===== src/rtl/assert_macros.svh =====
// assertion macros for the rtl files; only the top-level core includes them
`ifndef ASSERT_MACROS_SVH
`define ASSERT_MACROS_SVH
`ifndef SYNTHESIS
// same-cycle implication, reset masked
`define ORT_ASSERT_IMP(lbl, ante, cons, msg) \
	lbl: assert property (@(posedge clk) disable iff (!arst_n) (ante) |-> (cons)) \
		else $error(msg);
// next-cycle implication, reset masked
`define ORT_ASSERT_NXT(lbl, ante, cons, msg) \
	lbl: assert property (@(posedge clk) disable iff (!arst_n) (ante) |=> (cons)) \
		else $error(msg);
`else
`define ORT_ASSERT_IMP(lbl, ante, cons, msg)
`define ORT_ASSERT_NXT(lbl, ante, cons, msg)
`endif
`endif


===== src/rtl/orot_pkg.sv =====
// shared types, constants and geometry helpers for the rectangle overlap core
`default_nettype none
package orot_pkg;

	localparam int WORD_BITS  = 32;
	localparam int COORD_BITS = 16;
	localparam int AXIS_BITS  = COORD_BITS + 1;
	localparam int PROD_BITS  = COORD_BITS + AXIS_BITS;
	localparam int PROJ_BITS  = PROD_BITS + 1;
	localparam int N_LANES    = 4;
	localparam int N_STAGES   = 7;

	typedef logic [WORD_BITS-1:0]         word_t;
	typedef logic signed [COORD_BITS-1:0] coord_t;
	typedef logic signed [AXIS_BITS-1:0]  axis_t;
	typedef logic signed [PROD_BITS-1:0]  prod_t;
	typedef logic signed [PROJ_BITS-1:0]  proj_t;

	typedef struct packed {
		coord_t y;
		coord_t x;
	} vec_t;

	typedef struct packed {
		axis_t y;
		axis_t x;
	} axis_vec_t;

	typedef vec_t      [3:0] rect_t;
	typedef axis_vec_t [1:0] axis_pair_t;
	typedef word_t     [7:0] corner_words_t;

	// geometry held after the first stage
	typedef struct packed {
		rect_t                      a;
		rect_t                      b;
		axis_vec_t [N_LANES-1:0]    axis;
	} geom_t;

	// per-stage load enables
	typedef struct packed {
		logic s1;
		logic s2;
		logic s3;
		logic s4;
		logic s5;
		logic s6;
		logic out;
	} pipe_en_t;

	// x in the low 16 bits, y in the high 16 bits; both lie inside the 32-bit word
	function automatic vec_t unpack_corner(word_t w);
		logic [2*WORD_BITS-1:0] wide;
		vec_t                   p;
		wide = {{WORD_BITS{1'b0}}, w};
		p.x  = wide[COORD_BITS-1:0];
		p.y  = wide[2*COORD_BITS-1:COORD_BITS];
		return p;
	endfunction

	// edge vectors from corner 0, zero-length edges replaced by perpendiculars
	function automatic axis_pair_t edge_pair(rect_t r);
		axis_vec_t  e0;
		axis_vec_t  e1;
		axis_pair_t res;
		e0.x = axis_t'(r[1].x) - axis_t'(r[0].x);
		e0.y = axis_t'(r[1].y) - axis_t'(r[0].y);
		e1.x = axis_t'(r[3].x) - axis_t'(r[0].x);
		e1.y = axis_t'(r[3].y) - axis_t'(r[0].y);
		if (e0 == '0) begin
			e0.x = -e1.y;
			e0.y = e1.x;
		end
		if (e1 == '0) begin
			e1.x = e0.y;
			e1.y = -e0.x;
		end
		res[0] = e0;
		res[1] = e1;
		return res;
	endfunction

endpackage
`default_nettype wire


===== src/rtl/orot_axes.sv =====
// first stage: unpack corners and form the four candidate axes
`default_nettype none
module orot_axes (
	input  wire logic                    clk,
	input  wire logic                    en,
	input  wire orot_pkg::corner_words_t words,
	output orot_pkg::geom_t              geom_s1
);

	orot_pkg::rect_t      rect_a;
	orot_pkg::rect_t      rect_b;
	orot_pkg::axis_pair_t pair_a;
	orot_pkg::axis_pair_t pair_b;

	always_comb begin
		for (int j = 0; j < 4; j++) begin
			rect_a[j] = orot_pkg::unpack_corner(words[j]);
			rect_b[j] = orot_pkg::unpack_corner(words[j+4]);
		end
		pair_a = orot_pkg::edge_pair(rect_a);
		pair_b = orot_pkg::edge_pair(rect_b);
	end

	always_ff @(posedge clk) begin
		if (en) begin
			geom_s1.a       <= rect_a;
			geom_s1.b       <= rect_b;
			geom_s1.axis[0] <= pair_a[0];
			geom_s1.axis[1] <= pair_a[1];
			geom_s1.axis[2] <= pair_b[0];
			geom_s1.axis[3] <= pair_b[1];
		end
	end

endmodule
`default_nettype wire


===== config.mk =====
export PLATFORM = sky130hd
export DESIGN_NAME = orot_axes
export DESIGN_NICKNAME = d
export VERILOG_FILES = /design/src/rtl/assert_macros.svh /design/src/rtl/orot_pkg.sv /design/src/rtl/orot_axes.sv
export SDC_FILE = /design/constraint.sdc
export NUM_CORES = 1
export LEC_CHECK = 0
export ABC_AREA = 1
export BUFFER_PORTS_ARGS = -buffer_cell sky130_fd_sc_hd__clkbuf_2
export CAP_MARGIN = 25
export CORE_AREA = 2 2 255 257
export CTS_CLUSTER_DIAMETER = 60
export DETAILED_ROUTE_END_ITERATION = 8
export DIE_AREA = 0 0 257 259
export PLACE_DENSITY = 0.69
export SKIP_CTS_REPAIR_TIMING = 1
export SYNTH_ARGS = -nofsm -noshare
export SYNTH_HDL_FRONTEND = slang
export SYNTH_SLANG_ARGS = --single-unit
export TNS_END_PERCENT = 20

===== constraint.sdc =====
create_clock -name clk -period 3.8 [get_ports clk]
set_clock_uncertainty 0.1 [all_clocks]
set_input_delay 0.38 -clock clk [delete_from_list [all_inputs] [get_ports clk]]
set_output_delay 0.38 -clock clk [all_outputs]
set_load 0.05 [all_outputs]

==> impl_results.html, run 1 <==
<table>
<tr><th>Metric</th><th>Value</th></tr>
<tr><th colspan="2">Finish</th></tr>
<tr><td>Final #Nets</td><td>4247</td></tr>
<tr><td>Area grow syn2layout</td><td>39.14%</td></tr>
<tr><td>Largest regs</td><td>geom_s1 (392)</td></tr>
<tr><td>Largest register FFs</td><td>~400</td></tr>
<tr><td>Layout cell share with drive strength beyond 1</td><td>0.2537</td></tr>
<tr><td>Most flops, register</td><td>geom_s1</td></tr>
<tr><td>Final standard cell count with taps included and fillers excluded</td><td>4747</td></tr>
<tr><th colspan="2">Floorplan</th></tr>
<tr><td>X dimension of the die</td><td>257 um</td></tr>
<tr><td>Area enclosed by the die boundary</td><td>66560 um2</td></tr>
<tr><td>Area of the core</td><td>between 60000 and 70000 um2</td></tr>
<tr><td>Io pins</td><td>650</td></tr>
<tr><td>Row count</td><td>93</td></tr>
<tr><td>Initial core utilization</td><td>0.3743</td></tr>
<tr><td>Die span in y</td><td>259 um</td></tr>
<tr><th colspan="2">Clock network</th></tr>
<tr><td>Number of CTS-inserted buffers</td><td>50</td></tr>
<tr><td>H-tree depth</td><td>2</td></tr>
<tr><td>CTS root buffer</td><td>sky130_fd_sc_hd__clkbuf_16</td></tr>
<tr><td>Max Root-Sink Buffers</td><td>3</td></tr>
<tr><td>Clock Pin Slew Worst Setup and Hold Paths</td><td>60 ps</td></tr>
<tr><td>TritonCTS clock tree</td><td>built</td></tr>
<tr><td>CTS sink cnt</td><td>between 300 and 400</td></tr>
<tr><th colspan="2">Drt</th></tr>
<tr><td>Post-route DRC</td><td>0</td></tr>
<tr><td>Initial drt markers</td><td>between 1500 and 2000</td></tr>
<tr><td>DRT Pass-1 Iters</td><td>6</td></tr>
<tr><td>Drt via density</td><td>4.813</td></tr>
<tr><td>Final ANT Viol Nets</td><td>0</td></tr>
<tr><td>Number of vias in the routed layout</td><td>about 23000</td></tr>
<tr><td>WL/cell</td><td>~18 um</td></tr>
<tr><td>Total wire length</td><td>~84000 um</td></tr>
<tr><th colspan="2">Power</th></tr>
<tr><td>Total power per unit cell area</td><td>between 400 and 500 nW/um2</td></tr>
<tr><td>Worst IR drop on VDD</td><td>between 300 and 400 uV</td></tr>
<tr><td>Cell leakage power</td><td>about 16 nW</td></tr>
<tr><th colspan="2">Min path</th></tr>
<tr><td>Hold path cells</td><td>4</td></tr>
<tr><td>Min-Delay Startpoint</td><td>words[96]</td></tr>
<tr><td>WHS Endpoint</td><td>geom_s1[34]</td></tr>
<tr><td>Hold WC Path Type</td><td>primary input to flop</td></tr>
<tr><th colspan="2">Global routing</th></tr>
<tr><td>Wire length of the first global-routing pass</td><td>between 100000 and 150000 um</td></tr>
<tr><td>Global route total overflow</td><td>0</td></tr>
<tr><td>Number of antenna violations at the first check in global routing</td><td>2</td></tr>
<tr><td>Number of global-route vias before repair</td><td>~20000</td></tr>
<tr><td>Total routing usage reported by global routing</td><td>0.2329</td></tr>
<tr><td>Largest net degree at the start of global routing</td><td>around 100</td></tr>
<tr><th colspan="2">Yosys</th></tr>
<tr><td>Commonest cells in the netlist</td><td>sky130_fd_sc_hd__nand2_1, sky130_fd_sc_hd__inv_1, sky130_fd_sc_hd__edfxtp_1, sky130_fd_sc_hd__nand3_1, sky130_fd_sc_hd__nor2_1</td></tr>
<tr><td>Distinct cells, synth</td><td>48</td></tr>
<tr><td>Cell count after synthesis</td><td>2800</td></tr>
<tr><td>Cell type contributing the most total cell area after synthesis</td><td>sky130_fd_sc_hd__edfxtp_1</td></tr>
<tr><td>Synthesis-stage register bit count</td><td>392</td></tr>
<tr><td>Share of the synthesized area in the top cell type</td><td>0.4922</td></tr>
<tr><td>Nets in the synthesized netlist</td><td>3198</td></tr>
<tr><td>Proportion of synthesized flip-flops having asynchronous set or reset</td><td>0</td></tr>
<tr><td>Top cells by area, synth</td><td>sky130_fd_sc_hd__edfxtp_1, sky130_fd_sc_hd__nand2_1, sky130_fd_sc_hd__inv_1</td></tr>
<tr><td>Netlist area before placement</td><td>between 20000 and 25000 um2</td></tr>
<tr><td>Post-synthesis area per instance</td><td>8.541 um2</td></tr>
<tr><td>Yosys warning count</td><td>0</td></tr>
<tr><td>Share of the yosys chip area belonging to registers</td><td>0.4922</td></tr>
<tr><td>Number of flops mapped to enable cells by yosys</td><td>392</td></tr>
<tr><td>Prevailing post-synth register cell</td><td>sky130_fd_sc_hd__edfxtp_1</td></tr>
<tr><td>Most repeated cell in the gate-level netlist after synthesis</td><td>sky130_fd_sc_hd__nand2_1</td></tr>
<tr><th colspan="2">Worst setup path</th></tr>
<tr><td>Worst setup path start</td><td>words[113]</td></tr>
<tr><td>Crit path max fanout</td><td>5</td></tr>
<tr><td>Setup Crit Path Kind</td><td>primary input to flop</td></tr>
<tr><td>Data arrival time of the critical path</td><td>between 3000 and 4000 ps</td></tr>
<tr><td>Startpoint class of the critical path</td><td>primary input</td></tr>
<tr><td>Crit path capture type</td><td>flop</td></tr>
<tr><td>Data required time at the worst endpoint</td><td>4060 ps</td></tr>
<tr><th colspan="2">Placed design</th></tr>
<tr><td>Worst setup timing slack at the placement stage</td><td>-99.88 ps</td></tr>
<tr><td>Weighted congestion at the end of routability-driven global placement</td><td>between 0.9 and 1</td></tr>
<tr><td>Total half-perimeter wirelength after legalization and detailed placement</td><td>66870 um</td></tr>
<tr><td>Count of input and output buffers</td><td>roughly 650</td></tr>
<tr><td>Placed Cells</td><td>4396</td></tr>
<tr><th colspan="2">Timing</th></tr>
<tr><td>Tmin final</td><td>3603 ps</td></tr>
<tr><td>Worst Setup Slack, final</td><td>197.4 ps</td></tr>
<tr><td>Total count of hold-check failures in the final report</td><td>0</td></tr>
<tr><td>Pins Over Slew Limit</td><td>0</td></tr>
<tr><td>Ratio of final minimum period to clock period</td><td>0.9481</td></tr>
<tr><td>Endpoints failing setup</td><td>0</td></tr>
<tr><td>Normalized max-slew margin</td><td>0.4137</td></tr>
<tr><td>Max Clk Rate</td><td>0.2776 GHz</td></tr>
<tr><td>Slew at the pin closest to its max-slew limit</td><td>between 800 and 900 ps</td></tr>
<tr><th colspan="2">Flow run</th></tr>
<tr><td>Max-cap violation count</td><td>0</td></tr>
<tr><th colspan="2">Run status</th></tr>
<tr><td>Status</td><td>completed</td></tr>
</table>
[routing by layer]
metal,vias to the layer above,global-route usage,routed length [um]
li1,11260,-,-
met1,10530,0.2956,34170
met2,912,0.4027,41210
met3,150,0.03779,5610
met4,0,0.08091,3235
met5,-,0,0
[per-stage QoR]
stage          cell area, um2    util  setup TNS (ps)  hold slack [ps]  total power, mW
3_3_place_gp            29030  0.4544          -88.91            456.4            10.41
2_1_floorplan           23910       -               0            378.9            8.795
5_1_grt                 33270  0.5208          -17.11            215.5            16.03
4_1_cts                 30710  0.4807               0           -185.9            15.25
3_5_place_dp            29030  0.4544          -364.9            458.6            10.43
6_report                33270  0.5208               0            189.5            15.39
[area by class of cell]
cell class | count | area (um2)
Tap cell | 855 | 1070
Fill cell | 5824 | 30610
Multi-Input combinational cell | 1927 | 10280
Sequential cell | 392 | 11770
Clock inverter | 36 | 399.1
Antenna cell | 1 | 2.502
Timing Repair Buffer | 1010 | 6709
Clock buffer | 58 | 1281
Inverter | 468 | 1757
[cell families (layout without fill, tap and decap cells)]
family,after synthesis,after routing,share of synthesized area
xor gates and xnor gates,58,58,0.02218
buffers and inverters,481,1572,0.07775
DFF,392,392,0.4922
and+or+nand+nor,1569,1569,0.2958
other,0,1,0
adders and majority gates,140,140,0.07576
AOI/OAI and AO/OA,160,160,0.03631
[cell usage in the layout, fill, tap and decap left out, drive strengths merged, types with 3 or more instances in the layout]
master,instances
a21boi,3
fa,8
or2,7
clkbuf,706
a31oi,3
clkinv,24
xor2,38
bufinv,4
nor3,24
inv,475
o21a,3
buf,106
dlygate4sd3,256
nand3b,31
nand2,966
ha,132
edfxtp,392
nand3,263
and2,11
o21ai,58
xnor2,20
and3,3
nand4,35
nor2,227
a21oi,85
[report_power, final]
group	leakage, nW	internal (mW)	switching (mW)
registers	3.84	5.30	0.160
clock network	0.819	2.76	2.02
logic	11.7	1.41	3.74
[how the worst max path moves through the flow]
stage               cells after the start            to
finish                                 21   geom_s1[65]
global route                           24   geom_s1[62]
CTS                                    23  geom_s1[125]
detailed placement                     24  geom_s1[125]
global placement                       23  geom_s1[125]
floorplan                              24  geom_s1[135]
[critical path: stages]
cell and delay [ps]:
sky130_fd_sc_hd__dlygate4sd3_1 550, sky130_fd_sc_hd__clkbuf_2 150, sky130_fd_sc_hd__fa_1 500, sky130_fd_sc_hd__nand3_1 130, sky130_fd_sc_hd__nand2_1 100, sky130_fd_sc_hd__nand2_1 70
sky130_fd_sc_hd__nand2_1 110, sky130_fd_sc_hd__xnor2_2 310, sky130_fd_sc_hd__inv_1 110, sky130_fd_sc_hd__nor2_1 220, sky130_fd_sc_hd__nand2_1 80, sky130_fd_sc_hd__nand2_1 60
sky130_fd_sc_hd__nand2_1 90, sky130_fd_sc_hd__nand4_1 110, sky130_fd_sc_hd__nand2_1 180, sky130_fd_sc_hd__nor2_1 140, sky130_fd_sc_hd__nand2_1 130, sky130_fd_sc_hd__nor2_1 220
sky130_fd_sc_hd__nand3_1 100, sky130_fd_sc_hd__nand3_1 90, sky130_fd_sc_hd__nand2_1 50
Power figures use the tool's default switching activity.
==> run 2: changes to the inputs <==
==> constraint.sdc (replaced) <==
create_clock -name clk -period 3.8 [get_ports clk]
set_clock_uncertainty 0.1 [all_clocks]
set_input_delay 0.19 -clock clk [delete_from_list [all_inputs] [get_ports clk]]
set_output_delay 0.19 -clock clk [all_outputs]
set_load 0.05 [all_outputs]
==> impl_results.html, run 2 (synthesis results as in run 1) <==
<table>
<tr><th>Metric</th><th>Value</th></tr>
<tr><th colspan="2">Worst setup path</th></tr>
<tr><td>Worst setup path start</td><td>words[132]</td></tr>
<tr><td>Number of buffers and inverters on the critical path</td><td>3</td></tr>
<tr><td>Critical-path cell list</td><td>dlygate4sd3_1 -&gt; clkbuf_2 -&gt; inv_1 -&gt; ha_1 -&gt; nand2_1 -&gt; nand2_1 -&gt; a21oi_1 -&gt; nand2_1 -&gt; nand2_1 -&gt; nand2_1 -&gt; nor2_2 -&gt; nand3_1 -&gt; nor2_2 -&gt; nand3_2 -&gt; nor2_4 -&gt; nand3_1 -&gt; nand2_2 -&gt; ha_1 -&gt; nand3_4 -&gt; nor2_4 -&gt; nand3_1 -&gt; nand3_1 -&gt; nand2_1</td></tr>
<tr><td>Startpoint class of the critical path</td><td>primary input</td></tr>
<tr><td>Critical path's most frequent cell</td><td>sky130_fd_sc_hd__nand2_1</td></tr>
<tr><td>Crit path max fanout</td><td>7</td></tr>
<tr><td>Max stage delay cell, worst path</td><td>sky130_fd_sc_hd__dlygate4sd3_1</td></tr>
<tr><td>Crit path capture type</td><td>flop</td></tr>
<tr><td>Data required time at the worst endpoint</td><td>~4000 ps</td></tr>
<tr><td>CP max stage delay</td><td>roughly 550 ps</td></tr>
<tr><td>Setup Crit Path Kind</td><td>primary input to flop</td></tr>
<tr><td>Critical path endpoint</td><td>geom_s1[127]</td></tr>
<tr><td>Logic depth of the worst path, buffers included</td><td>23</td></tr>
<tr><td>Data arrival time of the critical path</td><td>around 3800 ps</td></tr>
<tr><td>Top cell family by delay on the critical path</td><td>simple AND/OR/NAND/NOR gates</td></tr>
<tr><th colspan="2">Floorplan</th></tr>
<tr><td>Die span in y</td><td>approximately 260 um</td></tr>
<tr><td>Area enclosed by the die boundary</td><td>approximately 67000 um2</td></tr>
<tr><td>Area of the core</td><td>around 64000 um2</td></tr>
<tr><td>Row count</td><td>between 90 and 100</td></tr>
<tr><td>Io pins</td><td>650</td></tr>
<tr><td>X dimension of the die</td><td>between 200 and 300 um</td></tr>
<tr><td>Initial core utilization</td><td>0.3743</td></tr>
<tr><th colspan="2">Finish</th></tr>
<tr><td>Area grow syn2layout</td><td>37.08%</td></tr>
<tr><td>Largest register FFs</td><td>between 300 and 400</td></tr>
<tr><td>FILL cells</td><td>~5900</td></tr>
<tr><td>Most flops, register</td><td>geom_s1</td></tr>
<tr><td>Footprint of the multi-input gates</td><td>a little over 10000 um2</td></tr>
<tr><td>Final standard cell count with taps included and fillers excluded</td><td>4689</td></tr>
<tr><td>Largest regs</td><td>geom_s1 (392)</td></tr>
<tr><td>Combined flip-flop and latch cell area</td><td>11770 um2</td></tr>
<tr><td>Non-Filler Cell Area, Final</td><td>32780 um2</td></tr>
<tr><td>Most common cell after layout, fill and taps aside</td><td>sky130_fd_sc_hd__nand2_1</td></tr>
<tr><td>Layout cell share with drive strength beyond 1</td><td>0.2426</td></tr>
<tr><td>Top library cells by usage in the layout, fill and taps aside</td><td>sky130_fd_sc_hd__nand2_1, sky130_fd_sc_hd__clkbuf_2, sky130_fd_sc_hd__inv_1</td></tr>
<tr><td>Final #Nets</td><td>roughly 4200</td></tr>
<tr><th colspan="2">Timing</th></tr>
<tr><td>Normalized max-slew margin</td><td>0.6330</td></tr>
<tr><td>Ratio of final minimum period to clock period</td><td>0.9396</td></tr>
<tr><td>Slew at the pin closest to its max-slew limit</td><td>546.6 ps</td></tr>
<tr><td>Total count of hold-check failures in the final report</td><td>0</td></tr>
<tr><td>Endpoints failing setup</td><td>0</td></tr>
<tr><td>Tmin final</td><td>between 3000 and 4000 ps</td></tr>
<tr><td>Setup tns final</td><td>0 ps</td></tr>
<tr><td>Max Clk Rate</td><td>between 0.2 and 0.3 GHz</td></tr>
<tr><td>Pins Over Slew Limit</td><td>0</td></tr>
<tr><th colspan="2">Power</th></tr>
<tr><td>Worst IR drop on VDD</td><td>between 400 and 500 uV</td></tr>
<tr><td>Total Power</td><td>around 15 mW</td></tr>
<tr><td>Cell leakage power</td><td>between 15 and 20 nW</td></tr>
<tr><td>Total power per unit cell area</td><td>around 470 nW/um2</td></tr>
<tr><th colspan="2">Clock network</th></tr>
<tr><td>TritonCTS clock tree</td><td>built</td></tr>
<tr><td>H-tree depth</td><td>2</td></tr>
<tr><td>CTS root buffer</td><td>sky130_fd_sc_hd__clkbuf_16</td></tr>
<tr><td>Max Root-Sink Buffers</td><td>3</td></tr>
<tr><td>Clock Pin Slew Worst Setup and Hold Paths</td><td>roughly 50 ps</td></tr>
<tr><td>Number of CTS-inserted buffers</td><td>49</td></tr>
<tr><td>CTS sink cnt</td><td>a little under 400</td></tr>
<tr><th colspan="2">Drt</th></tr>
<tr><td>Number of vias in the routed layout</td><td>between 20000 and 25000</td></tr>
<tr><td>Post-route DRC</td><td>0</td></tr>
<tr><td>Final ANT Viol Nets</td><td>0</td></tr>
<tr><td>Initial drt markers</td><td>between 1500 and 2000</td></tr>
<tr><td>Drt via density</td><td>approximately 4.8</td></tr>
<tr><td>DRT Pass-1 Iters</td><td>7</td></tr>
<tr><td>WL/cell</td><td>roughly 18 um</td></tr>
<tr><td>Total wire length</td><td>roughly 86000 um</td></tr>
<tr><th colspan="2">Global routing</th></tr>
<tr><td>Total routing usage reported by global routing</td><td>0.2338</td></tr>
<tr><td>Largest net degree at the start of global routing</td><td>between 90 and 100</td></tr>
<tr><td>Wire length of the first global-routing pass</td><td>about 120000 um</td></tr>
<tr><td>Global route total overflow</td><td>0</td></tr>
<tr><td>Number of global-route vias before repair</td><td>20170</td></tr>
<tr><td>Number of antenna violations at the first check in global routing</td><td>3</td></tr>
<tr><th colspan="2">Min path</th></tr>
<tr><td>Hold WC Path Type</td><td>primary input to flop</td></tr>
<tr><th colspan="2">Placed design</th></tr>
<tr><td>Total half-perimeter wirelength after legalization and detailed placement</td><td>roughly 67000 um</td></tr>
<tr><td>Count of input and output buffers</td><td>649</td></tr>
<tr><td>Placement Cell Area</td><td>~29000 um2</td></tr>
<tr><td>Placed Cells</td><td>around 4300</td></tr>
<tr><td>Weighted congestion at the end of routability-driven global placement</td><td>0.9313</td></tr>
<tr><th colspan="2">Run status</th></tr>
<tr><td>Status</td><td>completed</td></tr>
<tr><th colspan="2">Flow run</th></tr>
<tr><td>Max-cap violation count</td><td>0</td></tr>
</table>
[run 2: cell count changes in the layout (fill, tap and decap cells not counted), sizes merged]
cell         delta
clkinv          -4
buf            -56
dlygate4sd3     +1
inv             +1
[run 2: cell type report]
class | count | area share
Clock inverter | 33 | 0.01088
Timing Repair Buffer | 955 | 0.1910
Inverter | 468 | 0.05359
Multi-Input combinational cell | 1927 | 0.3137
Sequential cell | 392 | 0.3591
Antenna cell | 1 | 0.00007633
Tap cell | 855 | 0.03263
Clock buffer | 58 | 0.03908
[run 2: worst min path at each step]
| stage | startpoint | endpoint | cells past startpoint |
|---|---|---|---|
| floorplan | words[128] | geom_s1[136] | 0 |
| global placement | words[68] | geom_s1[332] | 1 |
| detailed placement | words[210] | geom_s1[218] | 1 |
| CTS | words[94] | geom_s1[358] | 1 |
| global route | words[96] | geom_s1[34] | 4 |
| finish | words[96] | geom_s1[34] | 4 |
[run 2: metal layers]
layer  share of wire  track usage  vias up
met1            0.40       0.2953    10430
li1                -            -    11120
met2            0.49       0.4017      927
met4           0.038      0.08204        2
met5         0.00013            0        -
met3           0.069      0.04296      157
[run 2: where the power goes]
group	internal [mW]	switching, mW
clock	2.74	2.01
sequential	5.30	0.169
combinational	1.33	3.73
total	9.37	5.91
[run 2: tightest hold or removal path, cell delays in order]
cell and delay [ps]:
sky130_fd_sc_hd__clkbuf_2 80, sky130_fd_sc_hd__inv_1 40, sky130_fd_sc_hd__ha_1 160, sky130_fd_sc_hd__nand2_1 60
[run 2: through the flow]
stage | hold slack, ps | worst slack, ps | utilization
after floorplan | 188.9 | 709.5 | -
after global placement | 266.4 | 57.14 | 0.4472
after detailed placement | 268.6 | 39.69 | 0.4472
after CTS | -372.7 | 638.8 | 0.4729
after global routing | 37.36 | -0.1301 | 0.5131
final | 1.431 | 229.4 | 0.5132
